[src/design/mch_pkg.sv]
// ----------------------------------------------------------------------------
// mch_pkg: shared types and constants for the compass heading pipeline
// Fixed-point formats, CORDIC arctangent table and the data word that moves
// from cell to cell.
// ----------------------------------------------------------------------------
package mch_pkg;

    localparam int ANGLE_FRAC_BITS = 7;
    localparam int CORDIC_STAGES   = 16;

    localparam int IN_W       = 16;
    localparam int OUT_W      = 16;
    localparam int ACC_FRAC   = 24;
    localparam int PRE_SHIFT  = 14;
    localparam int TABLE_LEN  = 24;
    localparam int NUM_STAGES = (CORDIC_STAGES < TABLE_LEN) ? CORDIC_STAGES : TABLE_LEN;
    localparam int IDX_W      = 5;

    // vector components: |u|,|v| < 2^31 after CORDIC gain
    localparam int XY_W  = 34;
    // angle accumulator in degrees, ACC_FRAC fraction bits
    localparam int ACC_W = 36;

    localparam int RND_SH = ACC_FRAC - ANGLE_FRAC_BITS;

    localparam logic signed [ACC_W-1:0] DEG_90  = ACC_W'(64'sd90  <<< ACC_FRAC);
    localparam logic signed [ACC_W-1:0] DEG_180 = ACC_W'(64'sd180 <<< ACC_FRAC);
    localparam logic signed [ACC_W-1:0] DEG_360 = ACC_W'(64'sd360 <<< ACC_FRAC);
    localparam logic signed [ACC_W-1:0] RND_HALF = ACC_W'(64'sd1 <<< (RND_SH - 1));
    localparam logic [ACC_W-1:0] FULL_TURN = ACC_W'(64'd360 << ANGLE_FRAC_BITS);

    typedef struct packed {
        logic signed [XY_W-1:0]  u;
        logic signed [XY_W-1:0]  v;
        logic signed [ACC_W-1:0] z;
        logic                    zero;
    } t_cordic;

    // atan(2^-i) in degrees, ACC_FRAC fraction bits
    function automatic logic signed [ACC_W-1:0] atan_deg(input logic [IDX_W-1:0] idx);
        logic signed [ACC_W-1:0] r;
        begin
            case (idx)
                5'd0:    r = 36'sd754974720;
                5'd1:    r = 36'sd445687602;
                5'd2:    r = 36'sd235489088;
                5'd3:    r = 36'sd119537938;
                5'd4:    r = 36'sd60000934;
                5'd5:    r = 36'sd30029717;
                5'd6:    r = 36'sd15018523;
                5'd7:    r = 36'sd7509720;
                5'd8:    r = 36'sd3754917;
                5'd9:    r = 36'sd1877466;
                5'd10:   r = 36'sd938734;
                5'd11:   r = 36'sd469367;
                5'd12:   r = 36'sd234684;
                5'd13:   r = 36'sd117342;
                5'd14:   r = 36'sd58671;
                5'd15:   r = 36'sd29335;
                5'd16:   r = 36'sd14668;
                5'd17:   r = 36'sd7334;
                5'd18:   r = 36'sd3667;
                5'd19:   r = 36'sd1833;
                5'd20:   r = 36'sd917;
                5'd21:   r = 36'sd458;
                5'd22:   r = 36'sd229;
                5'd23:   r = 36'sd115;
                default: r = '0;
            endcase
            return r;
        end
    endfunction

endpackage

[src/design/mch_prep.sv]
// ----------------------------------------------------------------------------
// mch_prep: input stage of the heading pipeline
// Forms the vector (x, -y), folds it into the right half plane and scales it
// into the CORDIC format.
// ----------------------------------------------------------------------------
module mch_prep
    import mch_pkg::*;
(
    input  logic                   i_clk,
    input  logic                   i_rst_n,
    input  logic                   i_valid,
    output logic                   o_ready,
    input  logic signed [IN_W-1:0] i_mag_x,
    input  logic signed [IN_W-1:0] i_mag_y,
    output logic                   o_valid,
    input  logic                   i_ready,
    output t_cordic                o_data
);

    logic                    r_valid;
    t_cordic                 r_data;
    t_cordic                 n_data;
    logic signed [IN_W:0]    x_e;
    logic signed [IN_W:0]    v_e;
    logic signed [IN_W:0]    u_f;
    logic signed [IN_W:0]    v_f;
    logic                    flip;

    always_comb begin
        x_e  = {i_mag_x[IN_W-1], i_mag_x};
        v_e  = -{i_mag_y[IN_W-1], i_mag_y};
        flip = i_mag_x[IN_W-1];
        u_f  = flip ? -x_e : x_e;
        v_f  = flip ? -v_e : v_e;
        n_data.u    = {{(XY_W-IN_W-1){u_f[IN_W]}}, u_f} <<< PRE_SHIFT;
        n_data.v    = {{(XY_W-IN_W-1){v_f[IN_W]}}, v_f} <<< PRE_SHIFT;
        n_data.z    = flip ? DEG_180 : '0;
        n_data.zero = (i_mag_x == '0) && (i_mag_y == '0);
    end

    assign o_ready = !r_valid || i_ready;

    always_ff @(posedge i_clk) begin
        if (!i_rst_n) begin
            r_valid <= 1'b0;
        end else if (o_ready) begin
            r_valid <= i_valid;
        end
    end

    always_ff @(posedge i_clk) begin
        if (o_ready && i_valid) begin
            r_data <= n_data;
        end
    end

    assign o_valid = r_valid;
    assign o_data  = r_data;

endmodule

[config.mk]
export PLATFORM = sky130hd
export DESIGN_NAME = mch_prep
export DESIGN_NICKNAME = d
export VERILOG_FILES = /design/src/design/mch_pkg.sv /design/src/design/mch_prep.sv
export SDC_FILE = /design/constraint.sdc
export NUM_CORES = 1
export LEC_CHECK = 0
export BUFFER_PORTS_ARGS = -buffer_cell sky130_fd_sc_hd__buf_2
export CELL_PAD_IN_SITES_DETAIL_PLACEMENT = 1
export CELL_PAD_IN_SITES_GLOBAL_PLACEMENT = 1
export CORE_ASPECT_RATIO = 0.75
export CORE_MARGIN = 3
export CORE_UTILIZATION = 34
export DETAILED_ROUTE_END_ITERATION = 16
export HOLD_SLACK_MARGIN = 0.02
export PLACE_DENSITY_LB_ADDON = 0.2
export RECOVER_POWER = 25
export SLEW_MARGIN = 5
export SYNTH_ARGS = -nofsm -noshare
export SYNTH_HDL_FRONTEND = slang
export SYNTH_SLANG_ARGS = --single-unit
[constraint.sdc]
create_clock -name i_clk -period 3.4 [get_ports i_clk]
set_clock_uncertainty 0.1 [all_clocks]
set_input_delay 0.34 -clock i_clk [delete_from_list [all_inputs] [get_ports i_clk]]
set_output_delay 0.34 -clock i_clk [all_outputs]
set_load 0.005 [all_outputs]
==> metrics.txt <==
# TYPE chip_impl_metric gauge
chip_impl_metric{name="async_sr_flop_fraction",unit="%"} 0
chip_impl_info{name="cts_tree",value="done"} 1
chip_impl_metric{name="totalPowerFinal",unit="mW"} 1.15
chip_impl_metric{name="start_util",unit="%"} 35.6
chip_impl_metric{name="max_stage_delay",unit="ns"} 0.49
chip_impl_metric{name="finalCriticalPeriod",unit="ns"} 2.81
chip_impl_metric{name="syn_to_final_growth",unit="%"} 10.6
chip_impl_info{name="final_cell_mix",value="buf_2 (65), conb_1 (61), edfxtp_1 (36)"} 1
chip_impl_metric{name="cellInternalPower",unit="µW"} 851
chip_impl_metric{name="synth_area_per_cell",unit="µm²"} 9.71
chip_impl_metric{name="num_rows",unit=""} 28
chip_impl_metric{name="initial_drt_markers",unit=""} 95
chip_impl_metric{name="place.detailed.instances",unit=""} 465
chip_impl_metric{name="grt_pass1_vias",unit=""} 2090
chip_impl_info{name="cpMaxStageDelayCell",value="or3b_1"} 1
chip_impl_metric{name="tritoncts.num_buffers",unit=""} 5
chip_impl_info{name="criticalPathCategory",value="in -> reg"} 1
chip_impl_metric{name="path_clk_slew",unit="ns"} 0.07
chip_impl_metric{name="power.density",unit="nW/µm²"} 364
chip_impl_metric{name="final.setup.tns",unit="ns"} 0
chip_impl_metric{name="multiInputGateArea",unit="µm²"} 1360
chip_impl_metric{name="drt_wl_total",unit="µm"} 6610
chip_impl_info{name="clk_root_buffer_cell",value="clkbuf_8"} 1
chip_impl_metric{name="hold_slack",unit="ns"} 0.203
chip_impl_metric{name="largest_net_degree_at_the_start_of_global_routing",unit=""} 44
chip_impl_metric{name="tightestPinTransition",unit="ns"} 1.78
chip_impl_metric{name="ys_types",unit=""} 57
chip_impl_metric{name="p_sw_share",unit="%"} 25.9
chip_impl_metric{name="cts.repair.resized",unit=""} 0
chip_impl_metric{name="timing.critical_path.fanout_max",unit=""} 9
chip_impl_metric{name="place.gp.congestion",unit=""} 0.809
chip_impl_info{name="final_common_cell",value="buf_2"} 1
chip_impl_metric{name="stdcell_area",unit="µm²"} 3160
chip_impl_metric{name="fp.coreArea",unit="µm²"} 8020
chip_impl_metric{name="synth_enable_flop_cells",unit=""} 36
chip_impl_metric{name="total_switching_power",unit="µW"} 297
chip_impl_metric{name="finalHoldViolCount",unit=""} 0
chip_impl_metric{name="grt_antenna_before_repair",unit=""} 0
chip_impl_metric{name="route.antenna.remaining_nets",unit=""} 0
chip_impl_info{name="holdCritPathClass",value="in -> reg"} 1
chip_impl_metric{name="pre_cts_slack",unit="ns"} 0.424
chip_impl_info{name="worst_setup_path_start_kind",value="primary input"} 1
chip_impl_metric{name="final-seq-area",unit="µm²"} 1100
chip_impl_metric{name="final_layout_size_suffix_gt1_share",unit="%"} 23.6
chip_impl_metric{name="power.ir.vdd_worst",unit="mV"} 0.137
chip_impl_metric{name="finish.net_count",unit=""} 406
chip_impl_metric{name="crit_required",unit="ns"} 3.31
chip_impl_metric{name="drt-wirelength-per-cell",unit="µm"} 14.0
chip_impl_metric{name="vias_per_cell",unit=""} 4.53
chip_impl_metric{name="place_area",unit="µm²"} 3070
chip_impl_metric{name="drc_errors",unit=""} 0
chip_impl_metric{name="layout_worst_path_cycle_share",unit="%"} 82.6
chip_impl_metric{name="clk_path_buf_depth",unit=""} 2
chip_impl_metric{name="syn_inst",unit=""} 294
chip_impl_metric{name="syn-cell-area",unit="µm²"} 2850
chip_impl_metric{name="cell_count_final_fillers_out",unit=""} 473
chip_impl_metric{name="maxSlewHeadroom",unit="%"} -18.7
chip_impl_metric{name="power_frac_seq",unit="%"} 48.6
chip_impl_metric{name="h_tree_depth",unit=""} 2
chip_impl_metric{name="synth_seq_area_share",unit="%"} 38.6
chip_impl_metric{name="comb_power_share",unit="%"} 19.2
chip_impl_metric{name="num_vias",unit=""} 2142
chip_impl_metric{name="cap_viol_max_count",unit=""} 1
chip_impl_metric{name="ys.warnings.count",unit=""} 0
chip_impl_info{name="crit_path_cell_trace",value="clkbuf_1 -> inv_1 -> ha_1 -> or3b_1 -> or3_4 -> o21a_4 -> nor3_4 -> o2bb2ai_1 -> a31oi_1 -> xnor2_1"} 1
chip_impl_metric{name="setup_violations",unit=""} 0
chip_impl_metric{name="drt_pass1_iterations",unit=""} 4
chip_impl_metric{name="design.die.area",unit="µm²"} 9540
chip_impl_metric{name="global_route.usage.total",unit="%"} 13.4
chip_impl_metric{name="fillers",unit=""} 992
chip_impl_metric{name="report.final.slew_viol_count",unit=""} 44
chip_impl_metric{name="cts.hold.buffers_added",unit=""} 0
chip_impl_info{name="rsz_0062_raised_after_global_routing",value="no"} 1
chip_impl_metric{name="chipWidth",unit="µm"} 112
chip_impl_metric{name="setup_ws",unit="ns"} 0.590
chip_impl_metric{name="ys_ff_latch",unit=""} 37
chip_impl_metric{name="antenna-diode-count",unit=""} 0
chip_impl_info{name="crit_path_end_kind",value="flop"} 1
chip_impl_metric{name="cp.arrival",unit="ns"} 2.72
chip_impl_metric{name="global_route_total_overflow",unit=""} 0
chip_impl_metric{name="buffer_ports.inserted",unit=""} 82
chip_impl_metric{name="power.share.clock",unit="%"} 32.2
chip_impl_metric{name="post-cts-setup-buffer-count",unit=""} 0
chip_impl_metric{name="timing.fmax",unit="GHz"} 0.356
chip_impl_info{name="synth_flop_cell",value="edfxtp_1"} 1
chip_impl_metric{name="cts.sinks",unit=""} 37
chip_impl_metric{name="detailed_place_hpwl",unit="µm"} 5300
chip_impl_metric{name="total_leakage_power",unit="nW"} 1.31
chip_impl_metric{name="worst_skew_pair.late_latency",unit="ns"} 0.28
chip_impl_metric{name="grt_pass1_wl",unit="µm"} 10500
chip_impl_info{name="outcome",value="finished, violations left"} 1
chip_impl_metric{name="design.portCount",unit=""} 143
chip_impl_metric{name="fp.dieH",unit="µm"} 85.3
chip_impl_info{name="violations",value="max-capacitance violations, max-slew violations"} 1
chip_impl_metric{name="layout.core_utilization",unit="%"} 39.3
routing by layer:
layer,global-route usage [%],vias up,wire [µm],share of wire [%]
li1,-,1053,-,-
met1,20.0,998,3330,50
met2,20.3,89,2810,43
met3,2.35,2,424,6.4
met4,3.09,0,38,0.58
met5,0,-,0,0
cell families after synthesis:
logic type	Yosys count	share of synthesized area [%]
fa+ha+maj	3	1.32
simple gates	81	16.3
other cells	1	0.131
compound gates	50	12.2
buf+inv	90	21.7
xor+xnor	32	9.82
flops	37	38.6
final cells by class:
| cell class | instances | share of cell area (%) |
|---|---|---|
| Multi-Input combinational cell | 227 | 43.1 |
| Sequential cell | 37 | 34.9 |
| Timing Repair Buffer | 86 | 13.3 |
| Tap cell | 105 | 4.16 |
| Clock buffer | 6 | 2.30 |
| Inverter | 10 | 1.19 |
| Clock inverter | 2 | 1.07 |
critical path: cells and delay by family:
family	cells	cell delay [ns]
compound gates	3	0.46
simple gates	3	1.18
fa+ha+maj	1	0.17
xor+xnor	1	0.25
buf+inv	2	0.32
synth_stat cells (2+ instances only):
master,number,area (µm²)
xnor2_1,25,219
and3_1,3,18.8
edfxtp_1,36,1080
nor2_1,12,45.0
clkbuf_1,5,18.8
buf_2,2,10.0
o211ai_1,2,15.0
nand2b_1,5,31.3
and2_1,2,12.5
o21ai_1,4,20.0
buf_4,70,526
o41ai_1,2,17.5
a31oi_1,3,18.8
o31ai_1,6,45.0
or4_1,5,37.5
o21ai_0,13,65.1
xor2_1,7,61.3
nand2_1,29,109
buf_6,2,22.5
inv_1,10,37.5
nor3_1,4,20.0
a21oi_1,3,15.0
ha_1,3,37.5
o221ai_1,2,17.5
nor4_1,7,43.8
path summary, 6_finish.rpt:
check                           startpoint  cells past startpoint  slack [ns]    endpoint
worst max-delay path            i_mag_y[0]                     10        0.59  o_data[62]
worst max register to register     o_valid                      2        1.79  o_data[52]
worst min register to register     o_valid                      2        0.43     o_valid
worst min-delay path               i_rst_n                      2        0.20     o_valid
sequential cells by signal, indices dropped and copies added (netlist names):
signal   count
o_data      36
o_valid      1
power groups by stage:
| stage | sequential (mW) | clock [mW] | combinational, mW |
|---|---|---|---|
| floorplan | 0.574 | 0 | 0.179 |
| global placement | 0.567 | 0 | 0.220 |
| detailed placement | 0.568 | 0 | 0.224 |
| CTS | 0.558 | 0.384 | 0.225 |
| global route | 0.563 | 0.399 | 0.250 |
| finish | 0.558 | 0.370 | 0.221 |
Power figures use the tool's default switching activity.
