`config.mk`:
```
export PLATFORM = sky130hd
export DESIGN_NAME = mch_post
export DESIGN_NICKNAME = d
export VERILOG_FILES = /design/src/design/mch_pkg.sv /design/src/design/mch_post.sv
export SDC_FILE = /design/constraint.sdc
export NUM_CORES = 1
export LEC_CHECK = 0
export ABC_AREA = 1
export BUFFER_PORTS_ARGS = -buffer_cell sky130_fd_sc_hd__buf_4
export CAP_MARGIN = 25
export CELL_PAD_IN_SITES_DETAIL_PLACEMENT = 1
export CELL_PAD_IN_SITES_GLOBAL_PLACEMENT = 2
export CORE_UTILIZATION = 23
export DETAILED_ROUTE_END_ITERATION = 10
export PLACE_DENSITY_LB_ADDON = 0.15
export SLEW_MARGIN = 30
export SYNTH_ARGS = -nofsm -noshare
export SYNTH_HDL_FRONTEND = slang
export SYNTH_SLANG_ARGS = --single-unit
```
`constraint.sdc`:
```
create_clock -name i_clk -period 5.6 [get_ports i_clk]
set_input_delay 0.56 -clock i_clk [delete_from_list [all_inputs] [get_ports i_clk]]
set_output_delay 0.56 -clock i_clk [all_outputs]
set_load 0.005 [all_outputs]
```
`src/design/mch_pkg.sv`:
```
// ----------------------------------------------------------------------------
// mch_pkg: shared types and constants for the compass heading pipeline
// Fixed-point formats, CORDIC arctangent table and the data word that moves
// from cell to cell.
// ----------------------------------------------------------------------------
package mch_pkg;

    localparam int ANGLE_FRAC_BITS = 7;
    localparam int CORDIC_STAGES   = 16;

    localparam int IN_W       = 16;
    localparam int OUT_W      = 16;
    localparam int ACC_FRAC   = 24;
    localparam int PRE_SHIFT  = 14;
    localparam int TABLE_LEN  = 24;
    localparam int NUM_STAGES = (CORDIC_STAGES < TABLE_LEN) ? CORDIC_STAGES : TABLE_LEN;
    localparam int IDX_W      = 5;

    // vector components: |u|,|v| < 2^31 after CORDIC gain
    localparam int XY_W  = 34;
    // angle accumulator in degrees, ACC_FRAC fraction bits
    localparam int ACC_W = 36;

    localparam int RND_SH = ACC_FRAC - ANGLE_FRAC_BITS;

    localparam logic signed [ACC_W-1:0] DEG_90  = ACC_W'(64'sd90  <<< ACC_FRAC);
    localparam logic signed [ACC_W-1:0] DEG_180 = ACC_W'(64'sd180 <<< ACC_FRAC);
    localparam logic signed [ACC_W-1:0] DEG_360 = ACC_W'(64'sd360 <<< ACC_FRAC);
    localparam logic signed [ACC_W-1:0] RND_HALF = ACC_W'(64'sd1 <<< (RND_SH - 1));
    localparam logic [ACC_W-1:0] FULL_TURN = ACC_W'(64'd360 << ANGLE_FRAC_BITS);

    typedef struct packed {
        logic signed [XY_W-1:0]  u;
        logic signed [XY_W-1:0]  v;
        logic signed [ACC_W-1:0] z;
        logic                    zero;
    } t_cordic;

    // atan(2^-i) in degrees, ACC_FRAC fraction bits
    function automatic logic signed [ACC_W-1:0] atan_deg(input logic [IDX_W-1:0] idx);
        logic signed [ACC_W-1:0] r;
        begin
            case (idx)
                5'd0:    r = 36'sd754974720;
                5'd1:    r = 36'sd445687602;
                5'd2:    r = 36'sd235489088;
                5'd3:    r = 36'sd119537938;
                5'd4:    r = 36'sd60000934;
                5'd5:    r = 36'sd30029717;
                5'd6:    r = 36'sd15018523;
                5'd7:    r = 36'sd7509720;
                5'd8:    r = 36'sd3754917;
                5'd9:    r = 36'sd1877466;
                5'd10:   r = 36'sd938734;
                5'd11:   r = 36'sd469367;
                5'd12:   r = 36'sd234684;
                5'd13:   r = 36'sd117342;
                5'd14:   r = 36'sd58671;
                5'd15:   r = 36'sd29335;
                5'd16:   r = 36'sd14668;
                5'd17:   r = 36'sd7334;
                5'd18:   r = 36'sd3667;
                5'd19:   r = 36'sd1833;
                5'd20:   r = 36'sd917;
                5'd21:   r = 36'sd458;
                5'd22:   r = 36'sd229;
                5'd23:   r = 36'sd115;
                default: r = '0;
            endcase
            return r;
        end
    endfunction

endpackage

```
`src/design/mch_post.sv`:
```
// ----------------------------------------------------------------------------
// mch_post: heading conversion and output register
// Subtracts 90 degrees, folds into [0, 360), rounds to the output LSB and
// holds the result until it is transferred.
// ----------------------------------------------------------------------------
module mch_post
    import mch_pkg::*;
(
    input  logic             i_clk,
    input  logic             i_rst_n,
    input  logic             i_valid,
    output logic             o_ready,
    input  t_cordic          i_data,
    output logic             o_valid,
    input  logic             i_ready,
    output logic [OUT_W-1:0] o_heading
);

    logic                    r_valid;
    logic [OUT_W-1:0]        r_heading;
    logic [OUT_W-1:0]        n_heading;
    logic signed [ACC_W-1:0] z;
    logic signed [ACC_W-1:0] h0;
    logic signed [ACC_W-1:0] h1;
    logic [ACC_W-1:0]        q0;
    logic [ACC_W-1:0]        q1;

    always_comb begin
        z  = i_data.zero ? '0 : i_data.z;
        h0 = z - DEG_90;
        h1 = h0[ACC_W-1] ? h0 + DEG_360 : h0;
        if (h1 >= DEG_360) begin
            h1 = h1 - DEG_360;
        end
        if (h1[ACC_W-1]) begin
            h1 = '0;
        end
        q0 = ACC_W'(unsigned'(h1 + RND_HALF) >> RND_SH);
        // rounds up to a full turn: wrap to zero
        q1 = (q0 >= FULL_TURN) ? q0 - FULL_TURN : q0;
        n_heading = q1[OUT_W-1:0];
    end

    assign o_ready = !r_valid || i_ready;

    always_ff @(posedge i_clk) begin
        if (!i_rst_n) begin
            r_valid <= 1'b0;
        end else if (o_ready) begin
            r_valid <= i_valid;
        end
    end

    always_ff @(posedge i_clk) begin
        if (o_ready && i_valid) begin
            r_heading <= n_heading;
        end
    end

    assign o_valid   = r_valid;
    assign o_heading = r_heading;

endmodule

```
==> run summary, run 1 <==
CP Launch Type = primary input
Critical Path AT = 4890 ps
GRT Util Overall = 12.5%
Grt total ovfl = 0
First DRT Iteration DRCs = 20
I/O pins = 127
Layout cells sized above 1 = 30.8%
IO Port Bufs = 42
Detailed Routing Iterations Pass 1 = 4
Area Overhead vs Synth = 21.1%
Storage element area = 500 sq um
Clock transition at the registers of the reported paths = 60 ps
Drt drc = 0
Ys Warns = 0
Number of synthesized flops with an enable pin = 16
Max-cap viol count = 0
N_diodes = 0
Seq/Total Area, Yosys = 19.4%
CTS tree = done
Die height = 108 um
Hold Crit Depth = 2
Worst-Margin Slew = 524 ps
Core area = 0.0109 sq mm
Syn nets = 506
Netlist cell types = 38
Number of global-route vias before repair = 2,547
Max-slew violation count = 0
Mapped Cells = 391
CP dominant cell by count = nand2_1
Clock buffer depth = 2
First-pass GRT wire length = 11.7 mm
Nets = 555
Critical R2R Launch = o_valid$_SDFFE_PN0N_
Wire length per cell = 11.3 um
Clk sinks = 17
R2R Path End = o_heading[14]$_DFFE_PP_
Min Hold Slack = 523 ps
Hold crit path type = reg2reg
Post-DRT Antenna Nets = 0
Initial Util = 23.7%
Setup ws final = 713 ps
Wire length after detailed routing = 6.56 mm
Highest clock rate = 0.205 GHz
Mapped Area = 0.00258 sq mm
Final Critical Period = 4890 ps
Placed Cells = 575
Hold Crit Endpoint = o_valid$_SDFFE_PN0N_
Worst EP required = 5610 ps
Synth Area per Inst = 6.60 sq um
Worst Skew = 0.989 ps
Worst setup startpoint = i_data[0]
Endpoints failing setup = 0
Multi-input gate area = 0.00176 sq mm
Register-to-register setup slack = 4580 ps
Period utilization = 87.3%
Cell Count, Final, Fillers Out = 579
Initial antenna violation count = 0
Placer Congestion = 0.742
RSZ-0062 raised after global routing = false
FP Rows = 38
R2R cell count = 2
Placed wire-length estimate = 5.97 mm
Crit path max-delay cell type = nor3_1
Ys async rst share = 0%
Die ar. = 0.0116 sq mm
Synth Register Bits = 17
Setup Crit Path Kind = in2reg
Post-cts gate resize count = 0
Status = completed
Worst-Skew Late Latency = 250 ps
Hold path start = o_valid$_SDFFE_PN0N_
Vias per cell = 4.20
Final hold vios = 0
CTS Hold Buffers Added = 0
CTS Buf Count = 3
Endpoint type of the worst setup path = flip-flop
CTS H-tree depth = 1
Setup bufs post-CTS = 0
Clock Root Buffer = clkbuf_8
Pwr per Cell Area = 239 mW/mm^2
Fillers = 1,367
Leak pwr = 1.61 nW
Setup_tns = 0 ps
Post-synth top flop = edfxtp_1
Largest net degree at the start of global routing = 17
Die width = 108 um
Crit-path max FO = 12
Worst rel slew slack = 64.7%
Routed vias = 2,433
Maximum vdd drop = 0.120 mV
Slowest cell delay on critical path = 240 ps
Place WS = 328 ps
==> cells in the final DEF, fill, tap and decap left out, types with 2 or more instances in the layout <==
cell type	n
a21oi_1	3
and2_1	2
buf_4	49
clkbuf_8	3
clkinv_1	2
edfxtp_1	16
ha_1	6
inv_1	60
inv_2	7
inv_4	2
nand2_1	113
nand2_2	26
nand2_4	7
nand3_1	38
nand3_2	8
nand3b_1	3
nand4_1	12
nand4_2	3
nand4_4	2
nor2_1	24
nor2_2	11
nor2_4	8
nor3_1	5
nor3_2	2
o21ai_0	4
xnor2_1	3
xor2_1	8
==> where the power goes <==
| group | switching (W) | internal, W |
|---|---|---|
| registers | 0.00000600 | 0.000178 |
| logic | 0.000298 | 0.000179 |
| clock network | 0.0000377 | 0.0000492 |
==> state kept, by name, indices dropped and copies added (netlist names) <==
signal / flops
o_heading: 16
o_valid: 1
==> worst max path at each step <==
stage               slack (ps)                       to  cells after the start
floorplan                  840  o_heading[10]$_DFFE_PP_                     40
global placement           330  o_heading[11]$_DFFE_PP_                     39
detailed placement         330  o_heading[11]$_DFFE_PP_                     39
CTS                        570  o_heading[11]$_DFFE_PP_                     39
global route                 2  o_heading[11]$_DFFE_PP_                     39
finish                     710  o_heading[12]$_DFFE_PP_                     36
==> synthesized netlist by cell type (3+ instances only) <==
library cell	instances	area, sq um
nand3_1	38	190
nor2_4	8	90.1
xor2_1	8	70.1
inv_1	60	225
inv_2	7	26.3
nand3b_1	3	22.5
nand4_1	12	75.1
nand2_2	26	163
ha_1	6	75.1
xnor2_1	3	26.3
nor3_1	5	25.0
nand4_2	3	37.5
nor2_2	11	68.8
a21oi_1	3	15.0
edfxtp_1	16	480
o21ai_0	4	20.0
nand2_4	7	78.8
buf_4	3	22.5
nand3_2	8	80.1
nor2_1	24	90.1
nand2_1	113	424
==> critical path, delay by kind of cell <==
kind	cells	cell delay [ps]
and+or+nand+nor	25	2740
adders and majority gates	3	690
buffers and inverters	7	730
xor gates and xnor gates	1	180
==> metrics by stage <==
stage	area (sq um)	util (%)	total power [W]
5_1_grt	3120	28.7	0.000830
4_1_cts	3120	28.7	0.000764
3_5_place_dp	3080	28.3	0.000676
2_1_floorplan	2580	-	0.000546
6_report	3120	28.7	0.000748
3_3_place_gp	3080	28.3	0.000669
==> kinds of logic after synthesis <==
group / after synthesis / synth area share [%]
xor+xnor: 13 / 5.43
fa+ha+maj: 6 / 2.91
simple gates: 267 / 56.7
compound gates: 12 / 3.25
buf+inv: 76 / 12.3
flops: 17 / 19.4
==> per-layer routing <==
metal	track usage (%)	vias to the layer above	part of all wire, %
met2	25.4	31	54
met5	0	-	0
met4	2.64	0	0.69
met1	14.1	1067	44
met3	0.545	4	2.0
li1	-	1331	-
==> cell type report <==
cell class,count,area share [%]
multi-input combinational,298,56.4
sequential,17,16.0
timing repair buffer,49,11.8
inverter,71,8.69
tap,140,5.61
clock buffer,3,1.32
clock inverter,1,0.160
Power figures use the tool's default switching activity.
==> run 2: changes to the inputs <==
--- a/config.mk
+++ b/config.mk
@@ -6,13 +6,13 @@
 export NUM_CORES = 1
 export LEC_CHECK = 0
 export ABC_AREA = 1
-export BUFFER_PORTS_ARGS = -buffer_cell sky130_fd_sc_hd__buf_4
+export BUFFER_PORTS_ARGS = -buffer_cell sky130_fd_sc_hd__buf_2
 export CAP_MARGIN = 25
 export CELL_PAD_IN_SITES_DETAIL_PLACEMENT = 1
 export CELL_PAD_IN_SITES_GLOBAL_PLACEMENT = 2
 export CORE_UTILIZATION = 23
 export DETAILED_ROUTE_END_ITERATION = 10
-export PLACE_DENSITY_LB_ADDON = 0.15
+export PLACE_DENSITY_LB_ADDON = 0.3
 export SLEW_MARGIN = 30
 export SYNTH_ARGS = -nofsm -noshare
 export SYNTH_HDL_FRONTEND = slang
==> run 2 against run 1 <==
Core utilization is 1.0 points lower; hold slack better by 15 ps; combinational power is 1% lower; register-to-register slack hardly changed; sequential power hardly changed; via count is 2.3% higher; non-clock buffer count is 1 lower; flip-flop and latch count stayed put; largest power group unchanged; first-iteration DRC count is 70% higher; die area stayed put.
==> run summary, run 2 (synthesis results as in run 1) <==
Final Critical Period = 4990 ps
Largest register FFs = 16
Endpoint type of the worst setup path = flip-flop
FP Rows = 38
Grt total ovfl = 0
Area Overhead vs Synth = 16.9%
Die ar. = 0.0116 sq mm
Placer Congestion = 0.755
Worst setup startpoint = i_data[0]
CP Launch Type = primary input
First DRT Iteration DRCs = 34
Worst rel slew slack = 69.1%
CTS Hold Buffers Added = 0
CTS tree = done
Drt drc = 0
Setup_tns = 0 ps
Layout cells sized above 1 = 30.6%
Placed wire-length estimate = 6.01 mm
Core area = 0.0109 sq mm
Wire length after detailed routing = 6.72 mm
Initial Util = 23.7%
Post-DRT Antenna Nets = 0
CTS Buf Count = 3
Fillers = 1,427
Period utilization = 89.2%
Most frequent cells in the layout = nand2_1 (113), inv_1 (60), buf_2 (42), nand3_1 (38), nand2_2 (26)
Initial antenna violation count = 0
Crit path max-delay cell type = ha_1
Die height = 108 um
R2R Path End = o_heading[3]$_DFFE_PP_
Detailed Routing Iterations Pass 1 = 4
First-pass GRT wire length = 11.8 mm
Crit-path max FO = 12
Critical R2R Launch = o_valid$_SDFFE_PN0N_
Number of global-route vias before repair = 2,553
Wire length per cell = 11.6 um
Die width = 108 um
Vias per cell = 4.31
Commonest non-fill, non-tap cell in the layout = nand2_1
Worst EP required = 5590 ps
Crit path capture = o_heading[15]$_DFFE_PP_
Critical Path AT = 4990 ps
RSZ-0062 raised after global routing = false
Clock Root Buffer = clkbuf_8
Clk sinks = 17
Highest clock rate = 0.200 GHz
Max-slew violation count = 0
Status = completed
Final hold vios = 0
CTS H-tree depth = 1
CP dominant cell by count = nand2_1
GRT Util Overall = 12.6%
Util after Layout = 27.7%
Largest net degree at the start of global routing = 17
Clock buffer depth = 2
Nets = 554
Setup Crit Path Kind = in2reg
Slowest cell delay on critical path = 270 ps
Routed vias = 2,489
Leak pwr = 1.57 nW
Endpoints failing setup = 0
I/O pins = 127
Max-cap viol count = 0
IO Port Bufs = 42
Worst Skew = 0.271 ps
Hold crit path type = reg2reg
Clock transition at the registers of the reported paths = 60 ps
Worst-Skew Late Latency = 240 ps
N_diodes = 0
Worst-Margin Slew = 460 ps
Pwr per Cell Area = 245 mW/mm^2
R2R cell count = 2
Maximum vdd drop = 0.110 mV
Register-to-register setup slack = 4580 ps
## run 2: per-stage QoR
step	power, W	worst slack (ps)	hold WS [ps]	instance area, sq um	cells
after floorplan	0.000546	841	523	2580	391
after global placement	0.000657	213	490	2970	574
after detailed placement	0.000664	147	540	2970	574
after CTS	0.000753	393	548	3010	578
after global routing	0.000825	29.4	571	3020	578
final	0.000739	606	538	3020	578
## run 2: final cells by class
class	instances	area [sq um]	share of cell area (%)
Timing Repair Buffer	48	255	8.46
Sequential cell	17	500	16.6
Clock buffer	4	45.0	1.49
Multi-Input combinational cell	298	1770	58.6
Inverter	71	272	9.00
Tap cell	140	175	5.81
## run 2: critical path, delay by kind of cell
| kind | cells | cell delay [ps] |
|---|---|---|
| and+or+nand+nor | 25 | 2420 |
| adders and majority gates | 5 | 1160 |
| buffers and inverters | 8 | 780 |
| AOI/OAI and AO/OA | 1 | 40 |
## run 2: how the worst min path moves through the flow
stage                                end                  from  cells past startpoint
CTS                 o_valid$_SDFFE_PN0N_  o_valid$_SDFFE_PN0N_                      2
global route        o_valid$_SDFFE_PN0N_               i_rst_n                      2
floorplan           o_valid$_SDFFE_PN0N_  o_valid$_SDFFE_PN0N_                      2
global placement    o_valid$_SDFFE_PN0N_  o_valid$_SDFFE_PN0N_                      2
finish              o_valid$_SDFFE_PN0N_  o_valid$_SDFFE_PN0N_                      2
detailed placement  o_valid$_SDFFE_PN0N_  o_valid$_SDFFE_PN0N_                      2
## run 2: metal layers
metal	up-vias	global-route usage, %	part of all wire (%)
li1	1322	-	-
met4	0	2.94	0.42
met3	2	0.726	1.7
met2	25	23.9	50
met5	-	0	0
met1	1140	15.3	48
## run 2: report_power, final
group / total, W / switching, W / internal, W / leakage, nW
Sequential: 0.000183 / 0.00000499 / 0.000178 / 0.167
Combinational: 0.000470 / 0.000308 / 0.000162 / 1.38
Clock: 0.0000858 / 0.0000355 / 0.0000503 / 0.0228
## run 2: timing repair
item / CTS / global route
gates resized for setup: 0 / 1
buffers inserted: 0 / 0
endpoints found under the setup margin: 0 / 6
==> run 3: changes to the inputs <==
--- a/config.mk
+++ b/config.mk
@@ -12,7 +12,7 @@
 export CELL_PAD_IN_SITES_GLOBAL_PLACEMENT = 2
 export CORE_UTILIZATION = 23
 export DETAILED_ROUTE_END_ITERATION = 10
-export PLACE_DENSITY_LB_ADDON = 0.3
+export PLACE_DENSITY = 0.84
 export SLEW_MARGIN = 30
 export SYNTH_ARGS = -nofsm -noshare
 export SYNTH_HDL_FRONTEND = slang
==> run 3 against run 2 <==
Via count is 1.2% higher; core utilization hardly changed; sequential share of layout area hardly changed; non-clock buffer count stayed put; largest cell class unchanged; final cell count stayed put; sequential power hardly changed; flip-flop and latch count stayed put; total power is 1.6% lower; clock skew is 1.6 ps higher; die area stayed put; clock power is 2.8% lower.
==> run summary, run 3 (synthesis results as in run 1) <==
Routed vias = 2,520
RSZ-0062 raised after global routing = false
Vias per cell = 4.36
Slowest cell delay on critical path = 230 ps
Clock power share = 11.5%
Clock buffer depth = 2
Worst-Margin Slew = 490 ps
Min Hold Slack = 516 ps
CP Launch Type = primary input
Period utilization = 89.8%
Placer Congestion = 0.791
Detailed Routing Iterations Pass 1 = 4
Status = completed
Wire length per cell = 10.6 um
Endpoint type of the worst setup path = flip-flop
Flop pwr share = 25.2%
Net Sw Frac = 46.4%
Crit path max-delay cell type = ha_1
CP dominant cell by count = nand2_1
Critical Path AT = 5030 ps
Nets = 554
Crit-path max FO = 12
Worst rel slew slack = 67.0%
Maximum vdd drop = 0.169 mV
Top Family by Delay on Critical Path = simple AND/OR/NAND/NOR gates
Final hold vios = 0
Commonest non-fill, non-tap cell in the layout = nand2_1
Post-cts gate resize count = 0
N_diodes = 0
CTS Hold Buffers Added = 0
Area Overhead vs Synth = 16.7%
Die ar. = 0.0116 sq mm
GRT Util Overall = 11.3%
Endpoints failing setup = 0
Fillers = 1,402
First DRT Iteration DRCs = 46
Placed wire-length estimate = 5.54 mm
CP bufs+invs = 8
Core area = 0.0109 sq mm
Leak pwr = 1.57 nW
Wire length after detailed routing = 6.12 mm
Clock Root Buffer = clkbuf_8
Clock transition at the registers of the reported paths = 60 ps
Initial antenna violation count = 0
Die width = 108 um
Max-slew violation count = 0
CTS Buf Count = 3
Logic pwr share = 63.3%
Internal power = 0.000390 W
Clk sinks = 17
I/O pins = 127
Post-DRT Antenna Nets = 0
Number of global-route vias before repair = 2,491
Max-cap viol count = 0
Highest clock rate = 0.199 GHz
Die height = 108 um
Worst Skew = 1.86 ps
IO Port Bufs = 42
CTS tree = done
Setup Crit Path Kind = in2reg
Largest net degree at the start of global routing = 17
Layout cells sized above 1 = 30.4%
Setup_tns = 0 ps
Initial Util = 23.7%
Drt drc = 0
Net Switching = 0.000337 W
Largest register FFs = 16
First-pass GRT wire length = 11.0 mm
Pwr per Cell Area = 241 mW/mm^2
Hold crit path type = reg2reg
Grt total ovfl = 0
Most frequent cells in the layout = nand2_1 (113), inv_1 (60), buf_2 (42), nand3_1 (38), nand2_2 (26)
CTS H-tree depth = 1
Final Critical Period = 5030 ps
Setup bufs post-CTS = 0
Worst EP required = 5600 ps
Overall Power = 0.000727 W
FP Rows = 38
Worst-Skew Late Latency = 240 ps
run 3: area by class of cell:
type	count	area, sq um	share of cell area [%]
timing repair buffer	48	255	8.48
sequential	17	500	16.6
inverter	71	272	9.02
clock buffer	4	45.0	1.50
multi-input combinational	298	1760	58.6
tap	140	175	5.82
run 3: worst paths after layout:
kind	startpoint	to	slack, ps	cells after the start
setup reg to reg	o_valid$_SDFFE_PN0N_	o_heading[5]$_DFFE_PP_	4590	2
hold / removal	o_valid$_SDFFE_PN0N_	o_valid$_SDFFE_PN0N_	520	2
hold reg to reg	o_valid$_SDFFE_PN0N_	o_valid$_SDFFE_PN0N_	520	2
setup / recovery	i_data[0]	o_heading[11]$_DFFE_PP_	570	40
run 3: worst min-delay path: cells and delay by family (launching register included):
kind	cells	cell delay, ps
AO/OA/AOI/OAI	1	70
flip-flops	1	320
AND/OR/NAND/NOR	1	80
run 3: power by group through the flow:
stage	clock [W]	combinational, W	sequential (W)
after floorplan	0	0.000354	0.000191
after global placement	0	0.000454	0.000185
after detailed placement	0	0.000468	0.000186
after CTS	0.0000868	0.000469	0.000184
after global routing	0.0000928	0.000533	0.000185
final	0.0000834	0.000460	0.000183
run 3: stage by stage:
| step | std cells | utilization [%] | instance area (sq um) | setup WS (ps) |
|---|---|---|---|---|
| 5_1_grt | 578 | 27.6 | 3010 | 47.3 |
| 3_3_place_gp | 574 | 27.2 | 2970 | 330 |
| 2_1_floorplan | 391 | - | 2580 | 841 |
| 4_1_cts | 578 | 27.6 | 3010 | 504 |
| 6_report | 578 | 27.6 | 3010 | 569 |
| 3_5_place_dp | 574 | 27.2 | 2970 | 272 |
run 3: routing by layer:
layer  global-route usage, %  part of all wire (%)  up-vias  routed length [um]
li1                        -                     -     1324                   -
met1                    13.9                    47     1150                2860
met2                    21.7                    50       42                3070
met3                   0.545                   2.6        4                 161
met4                    1.86                  0.46        0                  28
met5                       0                     0        -                   0
