$ cat src/design/mch_pkg.sv
// ----------------------------------------------------------------------------
// mch_pkg: shared types and constants for the compass heading pipeline
// Fixed-point formats, CORDIC arctangent table and the data word that moves
// from cell to cell.
// ----------------------------------------------------------------------------
package mch_pkg;

    localparam int ANGLE_FRAC_BITS = 7;
    localparam int CORDIC_STAGES   = 16;

    localparam int IN_W       = 16;
    localparam int OUT_W      = 16;
    localparam int ACC_FRAC   = 24;
    localparam int PRE_SHIFT  = 14;
    localparam int TABLE_LEN  = 24;
    localparam int NUM_STAGES = (CORDIC_STAGES < TABLE_LEN) ? CORDIC_STAGES : TABLE_LEN;
    localparam int IDX_W      = 5;

    // vector components: |u|,|v| < 2^31 after CORDIC gain
    localparam int XY_W  = 34;
    // angle accumulator in degrees, ACC_FRAC fraction bits
    localparam int ACC_W = 36;

    localparam int RND_SH = ACC_FRAC - ANGLE_FRAC_BITS;

    localparam logic signed [ACC_W-1:0] DEG_90  = ACC_W'(64'sd90  <<< ACC_FRAC);
    localparam logic signed [ACC_W-1:0] DEG_180 = ACC_W'(64'sd180 <<< ACC_FRAC);
    localparam logic signed [ACC_W-1:0] DEG_360 = ACC_W'(64'sd360 <<< ACC_FRAC);
    localparam logic signed [ACC_W-1:0] RND_HALF = ACC_W'(64'sd1 <<< (RND_SH - 1));
    localparam logic [ACC_W-1:0] FULL_TURN = ACC_W'(64'd360 << ANGLE_FRAC_BITS);

    typedef struct packed {
        logic signed [XY_W-1:0]  u;
        logic signed [XY_W-1:0]  v;
        logic signed [ACC_W-1:0] z;
        logic                    zero;
    } t_cordic;

    // atan(2^-i) in degrees, ACC_FRAC fraction bits
    function automatic logic signed [ACC_W-1:0] atan_deg(input logic [IDX_W-1:0] idx);
        logic signed [ACC_W-1:0] r;
        begin
            case (idx)
                5'd0:    r = 36'sd754974720;
                5'd1:    r = 36'sd445687602;
                5'd2:    r = 36'sd235489088;
                5'd3:    r = 36'sd119537938;
                5'd4:    r = 36'sd60000934;
                5'd5:    r = 36'sd30029717;
                5'd6:    r = 36'sd15018523;
                5'd7:    r = 36'sd7509720;
                5'd8:    r = 36'sd3754917;
                5'd9:    r = 36'sd1877466;
                5'd10:   r = 36'sd938734;
                5'd11:   r = 36'sd469367;
                5'd12:   r = 36'sd234684;
                5'd13:   r = 36'sd117342;
                5'd14:   r = 36'sd58671;
                5'd15:   r = 36'sd29335;
                5'd16:   r = 36'sd14668;
                5'd17:   r = 36'sd7334;
                5'd18:   r = 36'sd3667;
                5'd19:   r = 36'sd1833;
                5'd20:   r = 36'sd917;
                5'd21:   r = 36'sd458;
                5'd22:   r = 36'sd229;
                5'd23:   r = 36'sd115;
                default: r = '0;
            endcase
            return r;
        end
    endfunction

endpackage

$ cat src/design/mch_cell.sv
// ----------------------------------------------------------------------------
// mch_cell: one vectoring CORDIC micro-rotation
// Rotates toward the x axis by atan(2^-idx) and registers the result with its
// own valid bit; stalls only when full and the next cell cannot take data.
// ----------------------------------------------------------------------------
module mch_cell
    import mch_pkg::*;
(
    input  logic             i_clk,
    input  logic             i_rst_n,
    input  logic [IDX_W-1:0] i_idx,
    input  logic             i_valid,
    output logic             o_ready,
    input  t_cordic          i_data,
    output logic             o_valid,
    input  logic             i_ready,
    output t_cordic          o_data
);

    logic                    r_valid;
    t_cordic                 r_data;
    t_cordic                 n_data;
    logic signed [XY_W-1:0]  du;
    logic signed [XY_W-1:0]  dv;
    logic signed [ACC_W-1:0] ang;

    always_comb begin
        du  = i_data.v >>> i_idx;
        dv  = i_data.u >>> i_idx;
        ang = atan_deg(i_idx);
        n_data.zero = i_data.zero;
        // zero residual rotates as positive
        if (!i_data.v[XY_W-1]) begin
            n_data.u = i_data.u + du;
            n_data.v = i_data.v - dv;
            n_data.z = i_data.z + ang;
        end else begin
            n_data.u = i_data.u - du;
            n_data.v = i_data.v + dv;
            n_data.z = i_data.z - ang;
        end
    end

    assign o_ready = !r_valid || i_ready;

    always_ff @(posedge i_clk) begin
        if (!i_rst_n) begin
            r_valid <= 1'b0;
        end else if (o_ready) begin
            r_valid <= i_valid;
        end
    end

    always_ff @(posedge i_clk) begin
        if (o_ready && i_valid) begin
            r_data <= n_data;
        end
    end

    assign o_valid = r_valid;
    assign o_data  = r_data;

endmodule

$ cat config.mk
export PLATFORM = sky130hd
export DESIGN_NAME = mch_cell
export DESIGN_NICKNAME = d
export VERILOG_FILES = /design/src/design/mch_pkg.sv /design/src/design/mch_cell.sv
export SDC_FILE = /design/constraint.sdc
export NUM_CORES = 1
export LEC_CHECK = 0
export BUFFER_PORTS_ARGS = -buffer_cell sky130_fd_sc_hd__buf_2
export CORE_ASPECT_RATIO = 1.4
export CORE_MARGIN = 3
export CORE_UTILIZATION = 30
export DETAILED_ROUTE_END_ITERATION = 7
export HOLD_SLACK_MARGIN = 0.02
export SLEW_MARGIN = 5
export SYNTH_ARGS = -nofsm -noshare
export SYNTH_HDL_FRONTEND = slang
export SYNTH_SLANG_ARGS = --single-unit
$ cat constraint.sdc
create_clock -name i_clk -period 17.98 [get_ports i_clk]
set_input_delay 1.798 -clock i_clk [delete_from_list [all_inputs] [get_ports i_clk]]
set_output_delay 1.798 -clock i_clk [all_outputs]
set_load 0.005 [all_outputs]
==> impl_metrics.csv, run 1 <==
group,metric,value,unit
pwr,power_frac_seq,0.276,
critical_path,cp_cell_sequence,"buf_6, buf_4, mux4_2, a32o_1, a311oi_2, and3_1, and4_1, a21oi_1, xnor2_1, ha_1, a21o_1, a221oi_1, nor2_1, a221oi_1, o31ai_1, a31o_2, a31oi_1, nor2b_1, xnor2_1",
layout,layout_common_cells,"buf_2 (217), nor2_1 (174), a21oi_1 (155)",
critical_path,crit_slowest_cell,"a221oi_1",
global_route,grt_start_max_net_pins,79,
clock_network,worst_skew_pair.late_latency,0.40,ns
yosys,syn-cell-area,16100,µm²
floorplan,core,52500,µm²
floorplan,dieHeight,280,µm
timing,fin_clk_skew,0.0129,ns
timing,rsz0062_at_grt,"false",
timing,achievable-frequency,111,MHz
yosys,synth_top_cell_area_share,0.196,
yosys,synth_cell_types,104,
clock_network,cts_num_sinks,106,
clock_network,postCtsHoldBufs,0,
yosys,synth_seq_cells,106,
pwr,intPower,0.000761,W
detailed_routing,drt.antenna.violating_nets,0,
clock_network,cts.reportedPaths.clkPinSlew,0.08,ns
yosys,synth_ff_type,"edfxtp_1",
yosys,synth_area_leaders,"edfxtp_1 (20%), mux4_2 (11%), ha_1 (8.7%)",
detailed_routing,dr.first_iter.drc_count,1410,
global_route,number_of_global_route_vias_before_repair,15800,
layout,final_common_cell,"buf_2",
detailed_routing,vias_cell,5.89,
detailed_routing,drt_drc_violations_left,0,
pwr,power.share.clock,0.153,
timing,period_share,0.503,
critical_path,worstPathArrival,9.19,ns
layout,finish.cell_count_without_fillers,2667,
layout,final_util,0.342,
timing,final_max_slew_viol_count,0,
timing,final.setup.tns,0,ns
clock_network,clk_root_buffer_cell,"clkbuf_16",
layout,fraction_of_final_layout_cells_sized_beyond_drive_strength_1,0.216,
global_route,grtUsageTotal,0.218,
timing,tightestPinTransition,1.25,ns
floorplan,rows,99,
place,detailed_place_hpwl,49500,µm
clock_network,h-tree-depth,3,
global_route,grt_pass1_wl,94900,µm
timing,timing.max_slew.rel_slack,0.169,
pwr,combinationalPowerShare,0.571,
clock_network,number_of_setup_buffers_added_after_cts,0,
clock_network,cts_buffers,9,
min_path,hold_path.class,"reg -> reg",
job,drv_cap,0,
timing,hold_viol,0,
global_route,antenna_violations_before_repair,2,
detailed_routing,routedWlPerCell,23.9,µm
yosys,yosysWarningCount,0,
detailed_routing,vias,15700,
yosys,yosys.area.top_type,"edfxtp_1",
yosys,synthesis.instances,1808,
place,gp_congestion,0.998,
timing,post-route-min-period,9.04,ns
critical_path,max_stage_delay,0.82,ns
layout,finish.net_count,2183,
place,place_inst,2650,
floorplan,boundaryPins,221,
place,io_buffer_count,220,
critical_path,endpoint_kind,"register",
clock_network,cts.path.max_buffers,2,
pwr,power.static_leakage,7.17,nW
floorplan,die_outline_area,56400,µm²
yosys,seq_area_frac_synth,0.197,
critical_path,timing_worst_setup_path_type,"in -> reg",
yosys,synthArstFlopShare,0,
timing,setup_viol_count_final,0,
detailed_routing,first_pass_iters,6,
pwr,p_per_area,74.3,nW/µm²
yosys,mappedNetlistNets,2037,
clock_network,cts_resized,0,
yosys,syn-mean-instance-area,8.89,µm²
pwr,power.switching,0.000571,W
critical_path,critPathMaxFanout,78,
global_route,total_gr_overflow,0,
floorplan,initial_utilization,0.306,
yosys,synth_enable_flop_cells,105,
critical_path,crit_path_start_kind,"input pin",
pwr,max-vdd-ir-drop,0.0468,mV
floorplan,die_w,202,µm
clock_network,tritoncts_clock_tree,"yes",
critical_path,critical_path_required,18.13,ns
run_status,run_status,"finished clean",
pwr,power.share.switching,0.429,
detailed_routing,finalWirelength,63600,µm
layout,area.growth.synth_to_final,11.7,%
==> metal layers <==
metal | wire [µm] | global-route usage | vias up
met4 | 4360 | 0.140 | 2
met1 | 23200 | 0.234 | 7538
li1 | - | - | 7227
met3 | 4300 | 0.0434 | 216
met2 | 31700 | 0.389 | 717
met5 | 13 | 0 | -
==> final cells by class <==
type	instances	area (µm²)
repair buffers	242	1280
clock buffers	10	229
inverters	46	173
fillers	5476	34600
flip-flops and latches	106	3170
well taps	707	885
clock inverters	6	48.8
diodes	1	2.50
multi-input cells	1549	12200
==> synthesized netlist by cell type, types with 21 or more instances <==
master,number
nor3_1,39
a21o_1,50
edfxtp_1,105
mux4_2,77
mux2_2,30
ha_1,112
a31oi_1,27
nand3_1,37
clkbuf_1,40
xor2_1,64
inv_1,41
o21ai_0,94
buf_2,42
nand2_1,107
nand2b_1,31
a21oi_1,155
o22ai_1,21
nor2_1,174
o21a_1,25
nor2b_1,30
xnor2_1,100
mux2i_1,64
==> logic make-up after synthesis <==
kind of cell / synth area share
AOI/OAI and AO/OA: 0.231
DFF: 0.197
buffers and inverters: 0.0464
muxes: 0.175
and+or+nand+nor: 0.168
adders and majority gates: 0.0910
xor gates and xnor gates: 0.0908
==> power by group through the flow <==
stage	logic, W	clock network [W]	registers (W)
2_1_floorplan	0.000503	0	0.000382
3_3_place_gp	0.000749	0	0.000374
3_5_place_dp	0.000754	0	0.000374
4_1_cts	0.000759	0.000215	0.000370
5_1_grt	0.000829	0.000223	0.000374
6_report	0.000761	0.000204	0.000368
==> critical path, delay by kind of cell <==
family / cells / cell delay, ns
AOI/OAI and AO/OA: 9 / 3.25
buffers and inverters: 2 / 1.28
and+or+nand+nor: 4 / 1.06
xor gates and xnor gates: 2 / 0.69
muxes: 1 / 0.59
adders and majority gates: 1 / 0.42
==> registers in the layout (all words and copies together), names as in the netlist <==
signal / flops
o_data: 105
o_valid: 1
==> path summary, 6_finish.rpt <==
kind,startpoint,to,slack (ns),depth (start not counted)
min,o_valid,o_valid,0.55,2
max,i_idx[0],o_data[102],8.94,19
max reg2reg,o_valid,o_data[68],15.79,3
min reg2reg,o_valid,o_valid,0.55,2
==> through the flow <==
stage | total power [W] | cell area, µm² | hold slack [ns] | worst slack (ns)
2_1_floorplan | 0.000885 | 16100 | 0.537 | 10.96
3_3_place_gp | 0.00112 | 17700 | 0.511 | 8.90
3_5_place_dp | 0.00113 | 17700 | 0.538 | 8.80
4_1_cts | 0.00134 | 17900 | 0.552 | 9.21
5_1_grt | 0.00143 | 17900 | 0.605 | 8.52
6_report | 0.00133 | 17900 | 0.548 | 8.94
Power figures use the tool's default switching activity.
==> inputs of run 2 (changes only) <==
Clock period 17.98 ns to 8 ns, I/O delays scaled along.
==> run 2 against run 1 <==
  * Final cell count up 0.94%
  * First-iteration DRC count increased by 5.2%
  * Utilization rose by 0.34 points
  * Largest cell class unchanged
==> impl_metrics.csv, run 2 (same netlist as run 1, synthesis figures left out) <==
group,metric,value,unit
run_status,run_status,"finished clean",
timing,post-route-min-period,6.91,ns
critical_path,worstPathBufferInverterCount,4,
detailed_routing,drt_drc_violations_left,0,
detailed_routing,routedWlPerCell,23.3,µm
min_path,holdPathStages,2,
floorplan,dieHeight,280,µm
pwr,p_per_area,165,nW/µm²
timing,setup_viol_count_final,0,
global_route,number_of_global_route_vias_before_repair,15400,
pwr,max-vdd-ir-drop,0.123,mV
detailed_routing,vias_cell,5.82,
critical_path,endpoint_kind,"register",
critical_path,rr_startpoint,"o_valid",
clock_network,cts_num_sinks,106,
timing,fin_clk_skew,0.00990,ns
floorplan,core,52500,µm²
critical_path,critPathMaxFanout,55,
min_path,min_from,"o_valid",
global_route,total_gr_overflow,0,
clock_network,clk_root_buffer_cell,"clkbuf_16",
detailed_routing,finalWirelength,62700,µm
timing,tightestPinTransition,0.931,ns
place,io_buffer_count,220,
timing,final.setup.tns,0,ns
clock_network,cts_buffers,9,
timing,achievable-frequency,145,MHz
detailed_routing,dr.first_iter.drc_count,1483,
global_route,antenna_violations_before_repair,5,
detailed_routing,first_pass_iters,6,
clock_network,worst_skew_pair.late_latency,0.40,ns
detailed_routing,drt.antenna.violating_nets,0,
global_route,grtUsageTotal,0.215,
timing,hold_viol,0,
timing,period_share,0.864,
detailed_routing,vias,15700,
clock_network,number_of_setup_buffers_added_after_cts,0,
layout,final_common_cell,"buf_2",
critical_path,timing_worst_setup_path_type,"in -> reg",
critical_path,crit_path_start_kind,"input pin",
layout,layout_common_cells,"buf_2 (217), nor2_1 (174), a21oi_1 (155)",
global_route,grt_start_max_net_pins,64,
clock_network,cts.path.max_buffers,2,
critical_path,worst-r2r-cell-count,3,
clock_network,cts.reportedPaths.clkPinSlew,0.07,ns
floorplan,die_outline_area,56400,µm²
timing,timing.max_slew.rel_slack,0.363,
clock_network,h-tree-depth,3,
place,gp_congestion,0.982,
pwr,power.static_leakage,7.28,nW
clock_network,postCtsHoldBufs,0,
critical_path,worstPathArrival,7.04,ns
min_path,hold_path.class,"reg -> reg",
place,detailed_place.area,17800,µm²
clock_network,cts_resized,0,
clock_network,tritoncts_clock_tree,"yes",
critical_path,max_stage_delay,0.63,ns
layout,max_ffs_per_register,105,
floorplan,die_w,202,µm
critical_path,critical_path_required,8.13,ns
timing,rsz0062_at_grt,"false",
floorplan,initial_utilization,0.306,
timing,final_max_slew_viol_count,0,
critical_path,crit_slowest_cell,"ha_1",
critical_path,critical-path-top-delay-family,"compound AO/OA/AOI/OAI gates",
floorplan,rows,99,
global_route,grt_pass1_wl,93500,µm
layout,fraction_of_final_layout_cells_sized_beyond_drive_strength_1,0.224,
layout,final_cell_area,18100,µm²
floorplan,boundaryPins,221,
min_path,holdPathEnd,"o_valid",
layout,area.growth.synth_to_final,12.8,%
critical_path,reg2reg_setup_slack,5.81,ns
job,drv_cap,0,
critical_path,worst_r2r_endpoint,"o_data[69]",
place,detailed_place_hpwl,49700,µm
layout,finish.net_count,2204,
## run 2: where the power goes
part           switching [W]  leakage [nW]  total (W)  internal (W)
clock network       0.000247         0.135   0.000462      0.000215
logic               0.000997          6.12    0.00171      0.000712
registers          0.0000285          1.02   0.000825      0.000797
## run 2: worst max-delay path by stage
stage                   from          to  cells past startpoint
finish              i_idx[0]  o_data[36]                     26
global route        i_idx[0]  o_data[36]                     26
CTS                 i_idx[0]  o_data[70]                     23
detailed placement  i_idx[0]  o_data[70]                     23
global placement    i_idx[0]  o_data[70]                     23
floorplan           i_idx[1]  o_data[28]                     22
## run 2: layout make-up
type,instances,area (µm²)
fillers,5552,34400
multi-input cells,1549,12200
flip-flops and latches,106,3170
repair buffers,263,1450
well taps,707,885
clock buffers,10,229
inverters,46,173
clock inverters,6,50.0
diodes,5,12.5
## run 2: stage by stage
stage	total power (W)	hold slack, ns	std cells	utilization	worst slack [ns]
CTS	0.00303	0.552	2687	0.345	1.18
detailed placement	0.00254	0.538	2671	0.339	0.731
finish	0.00300	0.546	2692	0.345	1.09
global route	0.00321	0.567	2691	0.345	0.568
global placement	0.00253	0.512	2671	0.339	0.779
floorplan	0.00199	0.537	1808	-	1.98
## run 2: worst register-to-register path, stage by stage, from the launching register on
cell and delay, ns:
dfxtp_1 0.31, nand2b_1 0.10, and2_4 0.58, buf_4 0.79
## run 2: routing by layer
layer	share of wire	GRT usage	wire (µm)
met5	0.00021	0	13
met4	0.060	0.124	3730
met1	0.37	0.244	23400
met2	0.51	0.390	31900
met3	0.058	0.0273	3630
==> inputs of run 3 (changes only) <==
Settings changed: CORE_UTILIZATION 30 to 55, GPL_TIMING_DRIVEN from default to 0, PLACE_DENSITY from default to 0.8.
==> run 3 against run 2 <==
  * Final area decreased by 0.86%
  * Sequential share of layout area up 0.15 points
  * Clock skew up 0.0013 ns
  * Largest power group unchanged
  * First-iteration DRC count grew 52%
  * Via count increased by 11%
  * Die area shrank 44%
  * Register-to-register slack improved by 0.41 ns
==> impl_metrics.csv, run 3 (same netlist as run 1, synthesis figures left out) <==
group,metric,value,unit
clock_network,clk_root_buffer_cell,"clkbuf_16",
clock_network,cts_num_sinks,106,
detailed_routing,dr.first_iter.drc_count,2254,
layout,final_util,0.628,
clock_network,worst_skew_pair.late_latency,0.39,ns
place,io_buffer_count,219,
job,drv_cap,0,
place,detailed_place.area,17700,µm²
layout,max_ffs_per_register,105,
detailed_routing,routed_length_on_met1,23900,µm
detailed_routing,topRoutingLayerUsed,"met4",
pwr,power.static_leakage,7.41,nW
pwr,combinationalPowerShare,0.577,
detailed_routing,wl_met3,8760,µm
global_route,grtUsageTotal,0.469,
clock_network,h-tree-depth,3,
timing,final_max_slew_viol_count,0,
detailed_routing,routed_wl_met2,34100,µm
clock_network,cts.path.max_buffers,2,
pwr,total_power,0.00309,W
timing,period_share,0.957,
global_route,grt_start_max_net_pins,54,
timing,tightestPinTransition,1.37,ns
clock_network,tritoncts_clock_tree,"yes",
floorplan,initial_utilization,0.562,
critical_path,max_stage_delay,0.62,ns
timing,rsz0062_at_grt,"false",
clock_network,cts_buffers,9,
clock_network,postCtsHoldBufs,0,
global_route,grt_pass1_wl,109000,µm
detailed_routing,finalWirelength,74800,µm
place,place_inst,2403,
floorplan,boundaryPins,221,
detailed_routing,vias,17400,
critical_path,most_numerous_cell_on_the_critical_path,"clkbuf_1",
timing,setup_viol_count_final,0,
critical_path,timing_worst_setup_path_type,"in -> reg",
global_route,number_of_global_route_vias_before_repair,17600,
floorplan,die_w,150,µm
timing,fin_clk_skew,0.0112,ns
detailed_routing,vias_cell,7.21,
layout,finish.net_count,2266,
critical_path,worstPathArrival,7.81,ns
pwr,power_frac_seq,0.268,
pwr,power.share.switching,0.440,
min_path,hold_path.class,"reg -> reg",
layout,fraction_of_final_layout_cells_sized_beyond_drive_strength_1,0.226,
place,detailed_place_hpwl,57600,µm
layout,area.growth.synth_to_final,11.8,%
critical_path,critical-path-top-delay-family,"buffers and inverters",
critical_path,critPathMaxFanout,19,
detailed_routing,drt.antenna.violating_nets,0,
layout,layout_common_cells,"buf_2 (261), nor2_1 (174), a21oi_1 (155)",
layout,n_fill_cell,2405,
pwr,max-vdd-ir-drop,0.119,mV
detailed_routing,first_pass_iters,6,
layout,finish.cell_count_without_fillers,2419,
pwr,power.share.clock,0.155,
clock_network,cts.reportedPaths.clkPinSlew,0.09,ns
critical_path,crit_path_start_kind,"input pin",
pwr,power.switching,0.00136,W
critical_path,cp_cell_sequence,"buf_2, buf_2, buf_2, clkbuf_1, clkbuf_1, clkbuf_2, clkbuf_1, clkbuf_1, a31o_2, xnor2_1, ha_1, inv_1, a2111oi_0, o31ai_1, o221ai_1, nor2b_1, nor4b_1, o311ai_0, a21oi_1, xnor2_1",
floorplan,die_outline_area,31300,µm²
timing,achievable-frequency,131,MHz
detailed_routing,drt_drc_violations_left,0,
global_route,total_gr_overflow,0,
detailed_routing,routedWlPerCell,30.9,µm
run_status,run_status,"finished clean",
layout,final_common_cell,"buf_2",
critical_path,endpoint_kind,"register",
floorplan,rows,73,
timing,timing.max_slew.rel_slack,0.0883,
floorplan,dieHeight,208,µm
critical_path,critical_path_required,8.15,ns
layout,final_cell_area,18000,µm²
timing,hold_viol,0,
critical_path,crit_slowest_cell,"clkbuf_1",
place,gp_congestion,1.11,
pwr,p_per_area,172,nW/µm²
floorplan,core,28600,µm²
timing,post-route-min-period,7.65,ns
global_route,antenna_violations_before_repair,3,
critical_path,worstPathBufferInverterCount,9,
pwr,intPower,0.00173,W
==> run 3: cell types whose count changed in the layout (fill, tap and decap cells not counted), sizes merged <==
cell,change
clkdlybuf4s15,+1
clkbuf,+41
buf,+20
inv,+2
clkinv,-2
diode,-3
==> run 3: power groups by stage <==
stage	Sequential [W]	Combinational, W	Clock (W)
after global placement	0.000839	0.00165	0
after floorplan	0.000858	0.00113	0
final	0.000827	0.00178	0.000478
after global routing	0.000839	0.00190	0.000494
after CTS	0.000828	0.00172	0.000474
after detailed placement	0.000838	0.00171	0
==> run 3: routing by layer <==
layer	track usage	up-vias
li1	-	7380
met1	0.488	8140
met2	0.741	1413
met3	0.168	501
met4	0.396	0
met5	0	-
==> run 3: timing repair <==
action,CTS,global route
setup endpoints to repair,5,14
gates resized for setup,0,7
cloned,0,0
setup buffers,0,0
==> run 3: path summary, 6_finish.rpt <==
| kind | from | to | slack [ns] | depth (start not counted) |
|---|---|---|---|---|
| max | i_idx[4] | o_data[35] | 0.35 | 20 |
| min | o_valid | o_valid | 0.54 | 2 |
| max reg2reg | o_valid | o_data[89] | 6.22 | 3 |
| min reg2reg | o_valid | o_valid | 0.54 | 2 |
==> run 3: cell type report <==
class,count,area [µm²],area share
Antenna cell,2,5.00,0.000279
Buffer,105,574,0.0320
Clock buffer,10,229,0.0127
Clock inverter,6,56.3,0.00313
Inverter,46,173,0.00961
Multi-Input combinational cell,1549,12200,0.677
Sequential cell,106,3170,0.177
Tap cell,375,469,0.0261
Timing Repair Buffer,220,1120,0.0625
==> run 3: per-stage QoR <==
stage / setup TNS (ns) / worst slack [ns] / hold slack, ns
final: 0 / 0.346 / 0.541
after floorplan: 0 / 1.98 / 0.537
after CTS: 0 / 0.0916 / 0.542
after global placement: -4.33 / -0.447 / 0.495
after global routing: 0 / 0.123 / 0.581
after detailed placement: -5.55 / -0.534 / 0.528
==> run 3: worst register-to-register path: cells and delay by family (launching register included) <==
family        cells  cell delay [ns]
buf+inv           1             0.34
flops             1             0.32
simple gates      2             0.74
